## config.mk

```make
export PLATFORM = sky130hd
export DESIGN_NAME = pid_light_regulator
export DESIGN_NICKNAME = d
export VERILOG_FILES = /design/src/sv/plr_pkg.sv /design/src/sv/plr_datapath.sv /design/src/sv/pid_light_regulator.sv
export SDC_FILE = /design/constraint.sdc
export NUM_CORES = 1
export LEC_CHECK = 0
export BUFFER_PORTS_ARGS = -buffer_cell sky130_fd_sc_hd__buf_2
export CAP_MARGIN = 20
export CORE_MARGIN = 4
export CORE_UTILIZATION = 55
export DETAILED_ROUTE_END_ITERATION = 8
export PLACE_DENSITY = 0.71
export SLEW_MARGIN = 15
export SYNTH_ARGS = -nofsm -noshare
export SYNTH_HDL_FRONTEND = slang
export SYNTH_SLANG_ARGS = --single-unit
```

## constraint.sdc

```tcl
create_clock -name clk -period 10.3 [get_ports clk]
set_clock_uncertainty 0.05 [all_clocks]
set_input_delay 1.03 -clock clk [delete_from_list [all_inputs] [get_ports clk]]
set_output_delay 1.03 -clock clk [all_outputs]
set_load 0.05 [all_outputs]
```

## src/sv/plr_pkg.sv

```systemverilog
`timescale 1ns / 1ps
// ---------------------------------------------------------------------------
// plr_pkg
// Shared types and constants of the light regulator: control word layout,
// microcode table, register indexes and fixed widths.
// ---------------------------------------------------------------------------
package plr_pkg;

	localparam int GAIN_W     = 16;
	localparam int ACC_W      = 32;
	localparam int CFG_IDX_W  = 4;
	localparam int CFG_DATA_W = 16;
	localparam int DUTY_W     = 8;
	localparam int STEP_W     = 4;

	// output mapping (x + 100) * 255 / 200, clamped to the duty range
	localparam int DUTY_MAX    = 255;
	localparam int X_OFFSET    = 100;
	localparam int T_MAX       = 201;
	localparam int T_W         = 8;
	localparam int N_W         = 16;
	localparam int PRE_SHIFT   = 3;
	localparam int M_W         = N_W - PRE_SHIFT;
	localparam int RECIP       = 5243;
	localparam int RECIP_SHIFT = 17;
	localparam int QP_W        = 2 * M_W;
	localparam int Q_W         = QP_W - RECIP_SHIFT;

	typedef enum logic [CFG_IDX_W-1:0] {
		REG_TARGET = 4'd0,
		REG_PROP   = 4'd1,
		REG_INTEG  = 4'd2,
		REG_DERIV  = 4'd3
	} cfg_reg_t;

	typedef enum logic [1:0] {
		GSEL_P = 2'd0,
		GSEL_I = 2'd1,
		GSEL_D = 2'd2
	} gsel_t;

	typedef enum logic [1:0] {
		OUT_NONE      = 2'd0,
		OUT_LOAD_PROD = 2'd1,
		OUT_ADD_PROD  = 2'd2,
		OUT_ADD_ACC   = 2'd3
	} out_op_t;

	typedef enum logic [1:0] {
		JMP_NEXT     = 2'd0,
		JMP_WAIT_IN  = 2'd1,
		JMP_WAIT_OUT = 2'd2
	} jmp_t;

	typedef logic [STEP_W-1:0] step_t;

	typedef struct packed {
		logic    ld_err;
		logic    mul_en;
		gsel_t   gsel;
		logic    mul_diff;
		out_op_t out_op;
		logic    acc_upd;
		logic    fin1;
		logic    fin2;
		logic    emit;
		jmp_t    jmp;
	} ucode_t;

	localparam step_t FIRST_STEP = 4'd0;
	localparam step_t EMIT_STEP  = 4'd8;

	function automatic ucode_t ucode(input step_t s);
		ucode_t uw;
		uw = '0;
		uw.gsel   = GSEL_P;
		uw.out_op = OUT_NONE;
		uw.jmp    = JMP_NEXT;
		case (s)
			4'd0: begin
				uw.ld_err = 1'b1;
				uw.jmp    = JMP_WAIT_IN;
			end
			4'd1: begin
				uw.mul_en = 1'b1;
				uw.gsel   = GSEL_P;
			end
			4'd2: begin
				uw.mul_en = 1'b1;
				uw.gsel   = GSEL_I;
				uw.out_op = OUT_LOAD_PROD;
			end
			4'd3: begin
				uw.mul_en   = 1'b1;
				uw.gsel     = GSEL_D;
				uw.mul_diff = 1'b1;
				uw.acc_upd  = 1'b1;
			end
			4'd4: begin
				uw.out_op = OUT_ADD_ACC;
			end
			4'd5: begin
				uw.out_op = OUT_ADD_PROD;
			end
			4'd6: begin
				uw.fin1 = 1'b1;
			end
			4'd7: begin
				uw.fin2 = 1'b1;
			end
			4'd8: begin
				uw.emit = 1'b1;
				uw.jmp  = JMP_WAIT_OUT;
			end
			default: begin
				uw.jmp = JMP_WAIT_OUT;
			end
		endcase
		return uw;
	endfunction

endpackage

```

## src/sv/plr_datapath.sv

```systemverilog
`timescale 1ns / 1ps
// ---------------------------------------------------------------------------
// plr_datapath
// Configuration registers, shared gain multiplier, integral accumulator and
// output mapping, driven one control word per step.
// ---------------------------------------------------------------------------
module plr_datapath #(
	parameter int SAMPLE_BITS    = 12,
	parameter int GAIN_FRAC_BITS = 8
) (
	input  logic                           clk,
	input  logic                           arst_n,
	input  plr_pkg::ucode_t                ctrl,
	input  logic                           adv,
	input  logic                           cfg_we,
	input  logic [plr_pkg::CFG_IDX_W-1:0]  cfg_index,
	input  logic [plr_pkg::CFG_DATA_W-1:0] cfg_data,
	input  logic [SAMPLE_BITS-1:0]         light_sample,
	output logic [plr_pkg::DUTY_W-1:0]     duty,
	output logic                           integ_cleared
);

	localparam int EW     = SAMPLE_BITS + 1;
	localparam int DW     = SAMPLE_BITS + 2;
	localparam int GW     = plr_pkg::GAIN_W;
	localparam int AW     = plr_pkg::ACC_W;
	localparam int PROD_W = GW + 1 + DW;
	localparam int SUM_W  = ((PROD_W > AW) ? PROD_W : AW) + 2;
	localparam int TW     = plr_pkg::T_W;
	localparam int YW     = plr_pkg::DUTY_W;

	localparam logic [GW-1:0] PROP_RST  = GW'(15 * (2 ** GAIN_FRAC_BITS) / 2);
	localparam logic [GW-1:0] INTEG_RST = GW'((2 * (2 ** GAIN_FRAC_BITS) + 5) / 10);
	localparam logic [GW-1:0] DERIV_RST = GW'((3 * (2 ** GAIN_FRAC_BITS) + 5) / 10);

	localparam logic signed [SUM_W-1:0] SAT_HI = {{(SUM_W-AW+1){1'b0}}, {(AW-1){1'b1}}};
	localparam logic signed [SUM_W-1:0] SAT_LO = {{(SUM_W-AW+1){1'b1}}, {(AW-1){1'b0}}};
	localparam logic signed [AW-1:0]    ACC_HI = {1'b0, {(AW-1){1'b1}}};
	localparam logic signed [AW-1:0]    ACC_LO = {1'b1, {(AW-1){1'b0}}};
	localparam logic signed [SUM_W-1:0] OUT_HI =
		SUM_W'(plr_pkg::DUTY_MAX * (2 ** GAIN_FRAC_BITS));

	logic [SAMPLE_BITS-1:0] target_q;
	logic [GW-1:0]          prop_q;
	logic [GW-1:0]          integ_q;
	logic [GW-1:0]          deriv_q;

	logic signed [EW-1:0]    err_q;
	logic signed [EW-1:0]    prev_err_q;
	logic signed [DW-1:0]    diff_q;
	logic signed [PROD_W-1:0] prod_q;
	logic signed [SUM_W-1:0] sum_q;
	logic signed [AW-1:0]    acc_q;
	logic [TW-1:0]           t_q;
	logic [YW-1:0]           mapped_q;
	logic [YW-1:0]           prev_duty_q;
	logic [YW-1:0]           duty_q;
	logic                    cleared_q;
	logic                    flag_q;

	logic signed [EW-1:0]     err_c;
	logic signed [DW-1:0]     diff_c;
	logic [GW-1:0]            gain_c;
	logic signed [DW-1:0]     opnd_c;
	logic signed [PROD_W-1:0] ga_c;
	logic signed [PROD_W-1:0] ob_c;
	logic signed [PROD_W-1:0] prod_c;
	logic signed [SUM_W-1:0]  prod_ext;
	logic signed [SUM_W-1:0]  acc_ext;
	logic signed [SUM_W-1:0]  acc_sum;
	logic signed [AW-1:0]     acc_sat;
	logic                     clr_c;
	logic [SUM_W-1:0]         mag_c;
	logic [SUM_W-1:0]         xm_c;
	logic [TW-1:0]            t_c;
	logic [plr_pkg::N_W-1:0]  n_c;
	logic [plr_pkg::QP_W-1:0] qp_c;
	logic [plr_pkg::Q_W-1:0]  q_c;
	logic [YW-1:0]            mapped_c;
	logic [YW:0]              avg_c;

	// error and its change since the previous item
	assign err_c  = $signed({1'b0, target_q}) - $signed({1'b0, light_sample});
	assign diff_c = $signed({err_c[EW-1], err_c}) - $signed({prev_err_q[EW-1], prev_err_q});

	// shared gain multiplier
	always_comb begin
		case (ctrl.gsel)
			plr_pkg::GSEL_P: gain_c = prop_q;
			plr_pkg::GSEL_I: gain_c = integ_q;
			plr_pkg::GSEL_D: gain_c = deriv_q;
			default:         gain_c = '0;
		endcase
	end

	assign opnd_c = ctrl.mul_diff ? diff_q : $signed({err_q[EW-1], err_q});
	assign ga_c   = $signed({{(PROD_W-GW){1'b0}}, gain_c});
	assign ob_c   = $signed({{(PROD_W-DW){opnd_c[DW-1]}}, opnd_c});
	assign prod_c = ga_c * ob_c;

	assign prod_ext = $signed({{(SUM_W-PROD_W){prod_q[PROD_W-1]}}, prod_q});
	assign acc_ext  = $signed({{(SUM_W-AW){acc_q[AW-1]}}, acc_q});

	// saturating integral update
	assign acc_sum = acc_ext + prod_ext;
	always_comb begin
		if (acc_sum > SAT_HI) begin
			acc_sat = ACC_HI;
		end else if (acc_sum < SAT_LO) begin
			acc_sat = ACC_LO;
		end else begin
			acc_sat = acc_sum[AW-1:0];
		end
	end

	// integral reset check and truncation toward zero, clamped offset
	assign clr_c = (sum_q >= OUT_HI) || (sum_q <= $signed({SUM_W{1'b0}}));
	assign mag_c = sum_q[SUM_W-1] ? SUM_W'(-sum_q) : SUM_W'(sum_q);
	assign xm_c  = mag_c >> GAIN_FRAC_BITS;

	always_comb begin
		if (sum_q[SUM_W-1]) begin
			if (xm_c >= SUM_W'(plr_pkg::X_OFFSET)) begin
				t_c = '0;
			end else begin
				t_c = TW'(plr_pkg::X_OFFSET) - xm_c[TW-1:0];
			end
		end else begin
			if (xm_c >= SUM_W'(plr_pkg::T_MAX - plr_pkg::X_OFFSET)) begin
				t_c = TW'(plr_pkg::T_MAX);
			end else begin
				t_c = TW'(plr_pkg::X_OFFSET) + xm_c[TW-1:0];
			end
		end
	end

	// t * 255 / 200 by shift and reciprocal multiply
	assign n_c  = {t_q, {(plr_pkg::N_W-TW){1'b0}}} - {{(plr_pkg::N_W-TW){1'b0}}, t_q};
	assign qp_c = {{(plr_pkg::QP_W-plr_pkg::M_W){1'b0}}, n_c[plr_pkg::N_W-1:plr_pkg::PRE_SHIFT]}
		* plr_pkg::QP_W'(plr_pkg::RECIP);
	assign q_c  = qp_c[plr_pkg::QP_W-1:plr_pkg::RECIP_SHIFT];
	assign mapped_c = (q_c > plr_pkg::Q_W'(plr_pkg::DUTY_MAX)) ? YW'(plr_pkg::DUTY_MAX)
		: q_c[YW-1:0];

	assign avg_c = {1'b0, mapped_q} + {1'b0, prev_duty_q};

	always_ff @(posedge clk or negedge arst_n) begin
		if (!arst_n) begin
			target_q    <= '0;
			prop_q      <= PROP_RST;
			integ_q     <= INTEG_RST;
			deriv_q     <= DERIV_RST;
			acc_q       <= '0;
			prev_err_q  <= '0;
			prev_duty_q <= '0;
		end else begin
			if (cfg_we) begin
				case (cfg_index)
					plr_pkg::REG_TARGET: target_q <= cfg_data[SAMPLE_BITS-1:0];
					plr_pkg::REG_PROP:   prop_q   <= cfg_data[GW-1:0];
					plr_pkg::REG_INTEG:  integ_q  <= cfg_data[GW-1:0];
					plr_pkg::REG_DERIV:  deriv_q  <= cfg_data[GW-1:0];
					default: ;
				endcase
			end
			if (adv) begin
				if (ctrl.acc_upd) begin
					acc_q <= acc_sat;
				end
				if (ctrl.fin1) begin
					prev_err_q <= err_q;
					if (clr_c) begin
						acc_q <= '0;
					end
				end
				if (ctrl.emit) begin
					prev_duty_q <= avg_c[YW:1];
				end
			end
		end
	end

	always_ff @(posedge clk) begin
		if (adv) begin
			if (ctrl.ld_err) begin
				err_q  <= err_c;
				diff_q <= diff_c;
			end
			if (ctrl.mul_en) begin
				prod_q <= prod_c;
			end
			case (ctrl.out_op)
				plr_pkg::OUT_LOAD_PROD: sum_q <= prod_ext;
				plr_pkg::OUT_ADD_PROD:  sum_q <= sum_q + prod_ext;
				plr_pkg::OUT_ADD_ACC:   sum_q <= sum_q + acc_ext;
				default: ;
			endcase
			if (ctrl.fin1) begin
				cleared_q <= clr_c;
				t_q       <= t_c;
			end
			if (ctrl.fin2) begin
				mapped_q <= mapped_c;
			end
			if (ctrl.emit) begin
				duty_q <= avg_c[YW:1];
				flag_q <= cleared_q;
			end
		end
	end

	assign duty          = duty_q;
	assign integ_cleared = flag_q;

endmodule

```

## src/sv/pid_light_regulator.sv

```systemverilog
`timescale 1ns / 1ps
// ---------------------------------------------------------------------------
// pid_light_regulator
// PID lamp regulation from a light sensor sample: microcoded sequencer over
// one shared gain multiplier, emits a smoothed 8-bit PWM duty per item.
// ---------------------------------------------------------------------------
//  channel  handshake              payload
//  in       in_valid / in_stall    light_sample
//  out      out_valid / out_stall  duty, integ_cleared
//  cfg      cfg_valid / cfg_ready  cfg_index, cfg_data
//
//  one item runs from acceptance to its result in the output register
//  through eight microcode steps after the accepting one, three of them
//  on the shared multiplier
//  the next item is taken in the cycle after the result is loaded, so a
//  new item is never taken while the last one is still in the program
//  in_stall stays high while a program runs; a stalled result holds the
//  sequencer at its last step until the output register frees
//  reset clears integral, previous error and previous duty; cfg_ready is
//  always high
// ---------------------------------------------------------------------------
module pid_light_regulator #(
	parameter int SAMPLE_BITS    = 12,
	parameter int GAIN_FRAC_BITS = 8
) (
	input  logic                           clk,
	input  logic                           arst_n,
	input  logic                           in_valid,
	output logic                           in_stall,
	input  logic [SAMPLE_BITS-1:0]         light_sample,
	output logic                           out_valid,
	input  logic                           out_stall,
	output logic [plr_pkg::DUTY_W-1:0]     duty,
	output logic                           integ_cleared,
	input  logic                           cfg_valid,
	output logic                           cfg_ready,
	input  logic [plr_pkg::CFG_IDX_W-1:0]  cfg_index,
	input  logic [plr_pkg::CFG_DATA_W-1:0] cfg_data
);

	plr_pkg::step_t  step_q;
	plr_pkg::ucode_t ctrl;
	logic            out_valid_q;
	logic            in_accept;
	logic            out_free;
	logic            adv;

	assign ctrl      = plr_pkg::ucode(step_q);
	assign in_stall  = (ctrl.jmp != plr_pkg::JMP_WAIT_IN);
	assign in_accept = in_valid && !in_stall;
	assign out_free  = !out_valid_q || !out_stall;
	assign cfg_ready = 1'b1;

	always_comb begin
		case (ctrl.jmp)
			plr_pkg::JMP_WAIT_IN:  adv = in_accept;
			plr_pkg::JMP_WAIT_OUT: adv = out_free;
			default:               adv = 1'b1;
		endcase
	end

	always_ff @(posedge clk or negedge arst_n) begin
		if (!arst_n) begin
			step_q      <= plr_pkg::FIRST_STEP;
			out_valid_q <= 1'b0;
		end else begin
			if (adv) begin
				if (ctrl.jmp == plr_pkg::JMP_WAIT_OUT) begin
					step_q <= plr_pkg::FIRST_STEP;
				end else begin
					step_q <= step_q + plr_pkg::STEP_W'(1);
				end
			end
			if (adv && ctrl.emit) begin
				out_valid_q <= 1'b1;
			end else if (!out_stall) begin
				out_valid_q <= 1'b0;
			end
		end
	end

	plr_datapath #(
		.SAMPLE_BITS   (SAMPLE_BITS),
		.GAIN_FRAC_BITS(GAIN_FRAC_BITS)
	) u_dp (
		.clk          (clk),
		.arst_n       (arst_n),
		.ctrl         (ctrl),
		.adv          (adv),
		.cfg_we       (cfg_valid),
		.cfg_index    (cfg_index),
		.cfg_data     (cfg_data),
		.light_sample (light_sample),
		.duty         (duty),
		.integ_cleared(integ_cleared)
	);

	assign out_valid = out_valid_q;

	// sequencer never leaves the program
	a_step_range: assert property (@(posedge clk) disable iff (!arst_n)
		step_q <= plr_pkg::EMIT_STEP)
		else $error("step counter out of program");

	// an accepted item starts the program
	a_accept_starts: assert property (@(posedge clk) disable iff (!arst_n)
		in_accept |=> (step_q == plr_pkg::FIRST_STEP + plr_pkg::STEP_W'(1)) && in_stall)
		else $error("accepted item did not start program");

	// a result appears only from the emit step
	a_emit_source: assert property (@(posedge clk) disable iff (!arst_n)
		$rose(out_valid_q) |-> $past(step_q) == plr_pkg::EMIT_STEP)
		else $error("result without emit step");

	// back at the first step only after a result was loaded
	a_return: assert property (@(posedge clk) disable iff (!arst_n)
		(step_q == plr_pkg::EMIT_STEP) && out_free |=> out_valid_q
			&& (step_q == plr_pkg::FIRST_STEP))
		else $error("emit step left without a result");

endmodule

```

==> impl_table.tex <==
\begin{tabular}{lr}
\hline
Metric & Value \\
\hline
\multicolumn{2}{l}{\textbf{Routing}} \\
\quad Average vias per placed instance & 5.770 \\
\quad Number of optimization iterations in the first detailed-route pass & 5 \\
\quad Post-DRT Antenna Nets & 0 \\
\quad DRC violations left & 0 \\
\quad Met3 wirelength from detailed routing & 2712 um \\
\quad DRT met1 WL & 26850 um \\
\quad Met2 wire len & 29170 um \\
\quad Violation count after the first detailed-routing iteration & 1185 \\
\quad Highest routed metal layer & met4 \\
\quad Post-detailed-route wirelength per cell & 18.11 um \\
\quad Routed wire length & 60360 um \\
\quad Via count & 19230 \\
\multicolumn{2}{l}{\textbf{Worst setup path}} \\
\quad Required time of the worst setup path & 10570 ps \\
\quad Worst-path maximum fanout & 15 \\
\quad Critical path startpoint category & register \\
\quad Sort of element at the end of the critical path & register \\
\quad FF-to-FF setup slack & 1730 ps \\
\quad Critical setup path kind & reg -> reg \\
\quad Crit path from & step\_q[0]\$\_DFFE\_PN0N\_ \\
\quad FF-to-FF End & u\_dp.prod\_q[29]\$\_DFFE\_PP\_ \\
\quad Crit path arrival time & 8850 ps \\
\quad Capture point of the worst path & u\_dp.prod\_q[29]\$\_DFFE\_PP\_ \\
\quad Worst reg2reg startpoint & step\_q[0]\$\_DFFE\_PN0N\_ \\
\quad Worst reg2reg path depth & 26 \\
\multicolumn{2}{l}{\textbf{Die}} \\
\quad Core region area & 45670 um2 \\
\quad Standard-cell row count & 78 \\
\quad Die outline area & 50090 um2 \\
\quad Horizontal die dimension & 223.8 um \\
\quad Starting density of the core & 0.5608 \\
\quad I/O pins & 49 \\
\quad Vertical die dimension & 223.8 um \\
\multicolumn{2}{l}{\textbf{STA}} \\
\quad Slew @ Worst Pin & 1027 ps \\
\quad Share of the clock period used by the worst path after layout & 0.8325 \\
\quad RSZ-0062 raised after global routing & no \\
\quad Setup-violating endpoint count in the final report & 0 \\
\quad Final hold violations & 0 \\
\quad Fmax & 116.6 MHz \\
\quad Min Clock Period, post-route & 8574 ps \\
\quad Setup tns final & 0 ps \\
\quad Relative slew margins & 0.3017 \\
\quad Final-report max-slew violation count & 0 \\
\multicolumn{2}{l}{\textbf{Clock tree}} \\
\quad Count of buffers added by post-CTS timing repair for setup & 0 \\
\quad Post-cts hold buffer count & 0 \\
\quad Sinks on the clock net & 236 \\
\quad Clock latency at the later pin of the worst-skew pair & 580 ps \\
\quad Htree depth & 1 \\
\quad TritonCTS buffer count & 28 \\
\quad Quantity of gates resized following cts & 0 \\
\quad Clock root buffer master & clkbuf\_16 \\
\quad Maximum clock path buffer count & 3 \\
\quad Clock slew at the register clock pins of the worst setup and hold paths & 60 ps \\
\quad Clock tree from TritonCTS & built \\
\multicolumn{2}{l}{\textbf{Placement}} \\
\quad Post-detailed-placement half-perimeter wirelength & 48350 um \\
\quad Number of port buffers & 47 \\
\quad Last weighted congestion value of the routability-driven placer & 0.9539 \\
\quad Placed Instances & 3280 \\
\quad Placed Instance Area & 26600 um2 \\
\multicolumn{2}{l}{\textbf{Layout}} \\
\quad NumNets Final & 3287 \\
\quad Share of final-layout standard cells stronger than drive strength 1 & 0.09916 \\
\quad Antenna diodes & 0 \\
\quad Synth-to-Final Area Change & 7.854\% \\
\quad Layout Cells excl Fill & 3333 \\
\quad Post-route cell area & 27630 um2 \\
\multicolumn{2}{l}{\textbf{Outcome}} \\
\quad Result of the run & finished clean \\
\multicolumn{2}{l}{\textbf{Logic synthesis}} \\
\quad Number of enable flip-flop cells after synthesis & 118 \\
\quad Area share of the largest cell type after synthesis & 0.1782 \\
\quad Post-synthesis instance total & 2675 \\
\quad Share of async-settable or async-resettable flops after synthesis & 0.5000 \\
\quad Netlist area before placement & 25620 um2 \\
\quad Per-instance average area after synthesis & 9.576 um2 \\
\quad Count of cell types in the netlist & 86 \\
\quad Flip-flop and latch count after synthesis & 236 \\
\quad Syn Nets & 3251 \\
\quad Synth area leaders & fa\_1 18\%, ha\_1 15\%, edfxtp\_1 14\% \\
\quad Number of synthesis warnings & 0 \\
\quad Top flip-flop cell by instance count after synthesis & edfxtp\_1 \\
\quad Sequential-to-total area share from yosys stat & 0.2542 \\
\quad Cell type contributing the most total cell area after synthesis & fa\_1 \\
\multicolumn{2}{l}{\textbf{GRT}} \\
\quad Initial antenna violation count & 0 \\
\quad Global-route wire length before repair & 100100 um \\
\quad Global route total overflow & 0 \\
\quad Overall global routing resource usage & 0.2415 \\
\quad Largest net degree at the start of global routing & 79 \\
\quad Number of global-route vias before repair & 19600 \\
\multicolumn{2}{l}{\textbf{Worst hold path}} \\
\quad Class of the tightest hold or removal check & in -> async \\
\multicolumn{2}{l}{\textbf{Job}} \\
\quad Number of maximum-capacitance violations & 0 \\
\hline
\end{tabular}
-- layout make-up --
type | instances | area, um2
multi-input cells | 1980 | 17420
fillers | 3862 | 18050
inverters | 386 | 1449
clock inverters | 8 | 128.9
clock buffers | 44 | 873.3
well taps | 600 | 750.7
flip-flops and latches | 236 | 6511
repair buffers | 79 | 498.0
-- state kept, by name (all words and copies together), names as in the netlist, 8 cells and up --
signal	count
u_dp.diff_q	14
u_dp.prev_duty_q	8
u_dp.prev_err_q	13
u_dp.duty	8
u_dp.sum_q	34
u_dp.prod_q	31
u_dp.deriv_q	16
u_dp.acc_q	32
u_dp.prop_q	16
u_dp.mapped_q	8
u_dp.target_q	12
u_dp.integ_q	16
u_dp.err_q	13
u_dp.t_q	8
-- worst min-delay path by stage --
stage / startpoint / endpoint / slack [ps] / cells past startpoint
2_1_floorplan: u_dp.cleared_q$_DFFE_PP_ / u_dp.integ_cleared$_DFFE_PP_ / 350 / 0
3_3_place_gp: u_dp.cleared_q$_DFFE_PP_ / u_dp.integ_cleared$_DFFE_PP_ / 430 / 0
3_5_place_dp: u_dp.cleared_q$_DFFE_PP_ / u_dp.integ_cleared$_DFFE_PP_ / 410 / 0
4_1_cts: u_dp.cleared_q$_DFFE_PP_ / u_dp.integ_cleared$_DFFE_PP_ / 430 / 0
5_1_grt: arst_n / u_dp.integ_q[13]$_DFFE_PN0P_ / 310 / 1
6_report: arst_n / u_dp.integ_q[13]$_DFFE_PN0P_ / 310 / 1
-- critical path, cell delays in order, from the launching register on --
cell	delay, ps
dfrtp_1	420
inv_1	110
ha_1	340
nor2b_1	250
buf_4	280
a22oi_1	130
o21ai_0	710
nand2_1	180
fa_1	490
fa_1	540
inv_1	50
fa_1	510
fa_1	530
fa_1	550
inv_1	50
fa_1	530
inv_1	40
ha_1	350
a211oi_1	300
o211ai_1	130
a31oi_1	160
nand2_1	120
a221oi_1	570
o21ai_0	260
o31ai_1	360
mux2i_1	230
nand2_1	60
-- placed cells by master (no fill, tap or decap), types with 41 or more instances in the layout --
cell	count
xor2_1	47
xnor2_1	75
dfrtp_1	106
fa_1	228
o21ai_0	130
ha_1	311
inv_1	384
mux2_2	100
nor3_1	41
nor2_1	205
buf_2	46
a21oi_1	108
edfxtp_1	118
nand2_1	270
-- metrics by stage --
stage / util / hold slack, ps / setup WS, ps
floorplan: - / 350.3 / 2599
global placement: 0.5823 / 430.3 / 1987
detailed placement: 0.5823 / 414.6 / 1829
CTS: 0.6043 / 432.8 / 1834
global route: 0.6049 / 305.2 / 1230
finish: 0.6049 / 305.1 / 1726
-- Yosys cell counts (4+ instances only) --
cell,instances
inv_1,384
ha_1,311
nand2_1,270
fa_1,228
nor2_1,205
o21ai_0,130
edfxtp_1,118
a21oi_1,110
dfrtp_1,106
mux2_2,100
xnor2_1,75
clkbuf_1,66
xor2_1,47
nor3_1,42
a21o_1,40
nand3_1,35
a221o_1,29
o21a_1,28
o21bai_1,23
and2_1,19
and3_1,19
nor2b_1,19
a211oi_1,18
a22oi_1,18
mux2i_1,17
nand2b_1,17
a31oi_1,16
nand4_1,16
dfstp_2,12
a21boi_0,11
o31ai_1,11
o21ai_1,9
or2_2,9
nor4_1,7
or3_1,7
a2111oi_0,6
a211o_1,6
a221oi_1,5
o211ai_1,5
o221ai_1,5
buf_1,4
or4_1,4
-- per-layer routing --
metal / vias to the layer above / global-route usage
met5: - / 0
met1: 9403 / 0.3286
met3: 101 / 0.02306
met2: 501 / 0.4186
li1: 9228 / -
met4: 0 / 0.06303
-- cell families (layout without fill, tap and decap cells) --
logic type,Yosys count,in the layout,share of synthesized area
simple gates,688,688,0.1219
buf+inv,459,517,0.06775
fa+ha+maj,539,539,0.3301
xor+xnor,123,123,0.04259
flops,236,236,0.2542
mux,117,117,0.05060
compound gates,512,512,0.1327
other cells,1,1,0.0001464
Power is left out: the tool's default activity adds up to more than one toggle a clock period on the data nets, which glitch-free logic cannot reach.
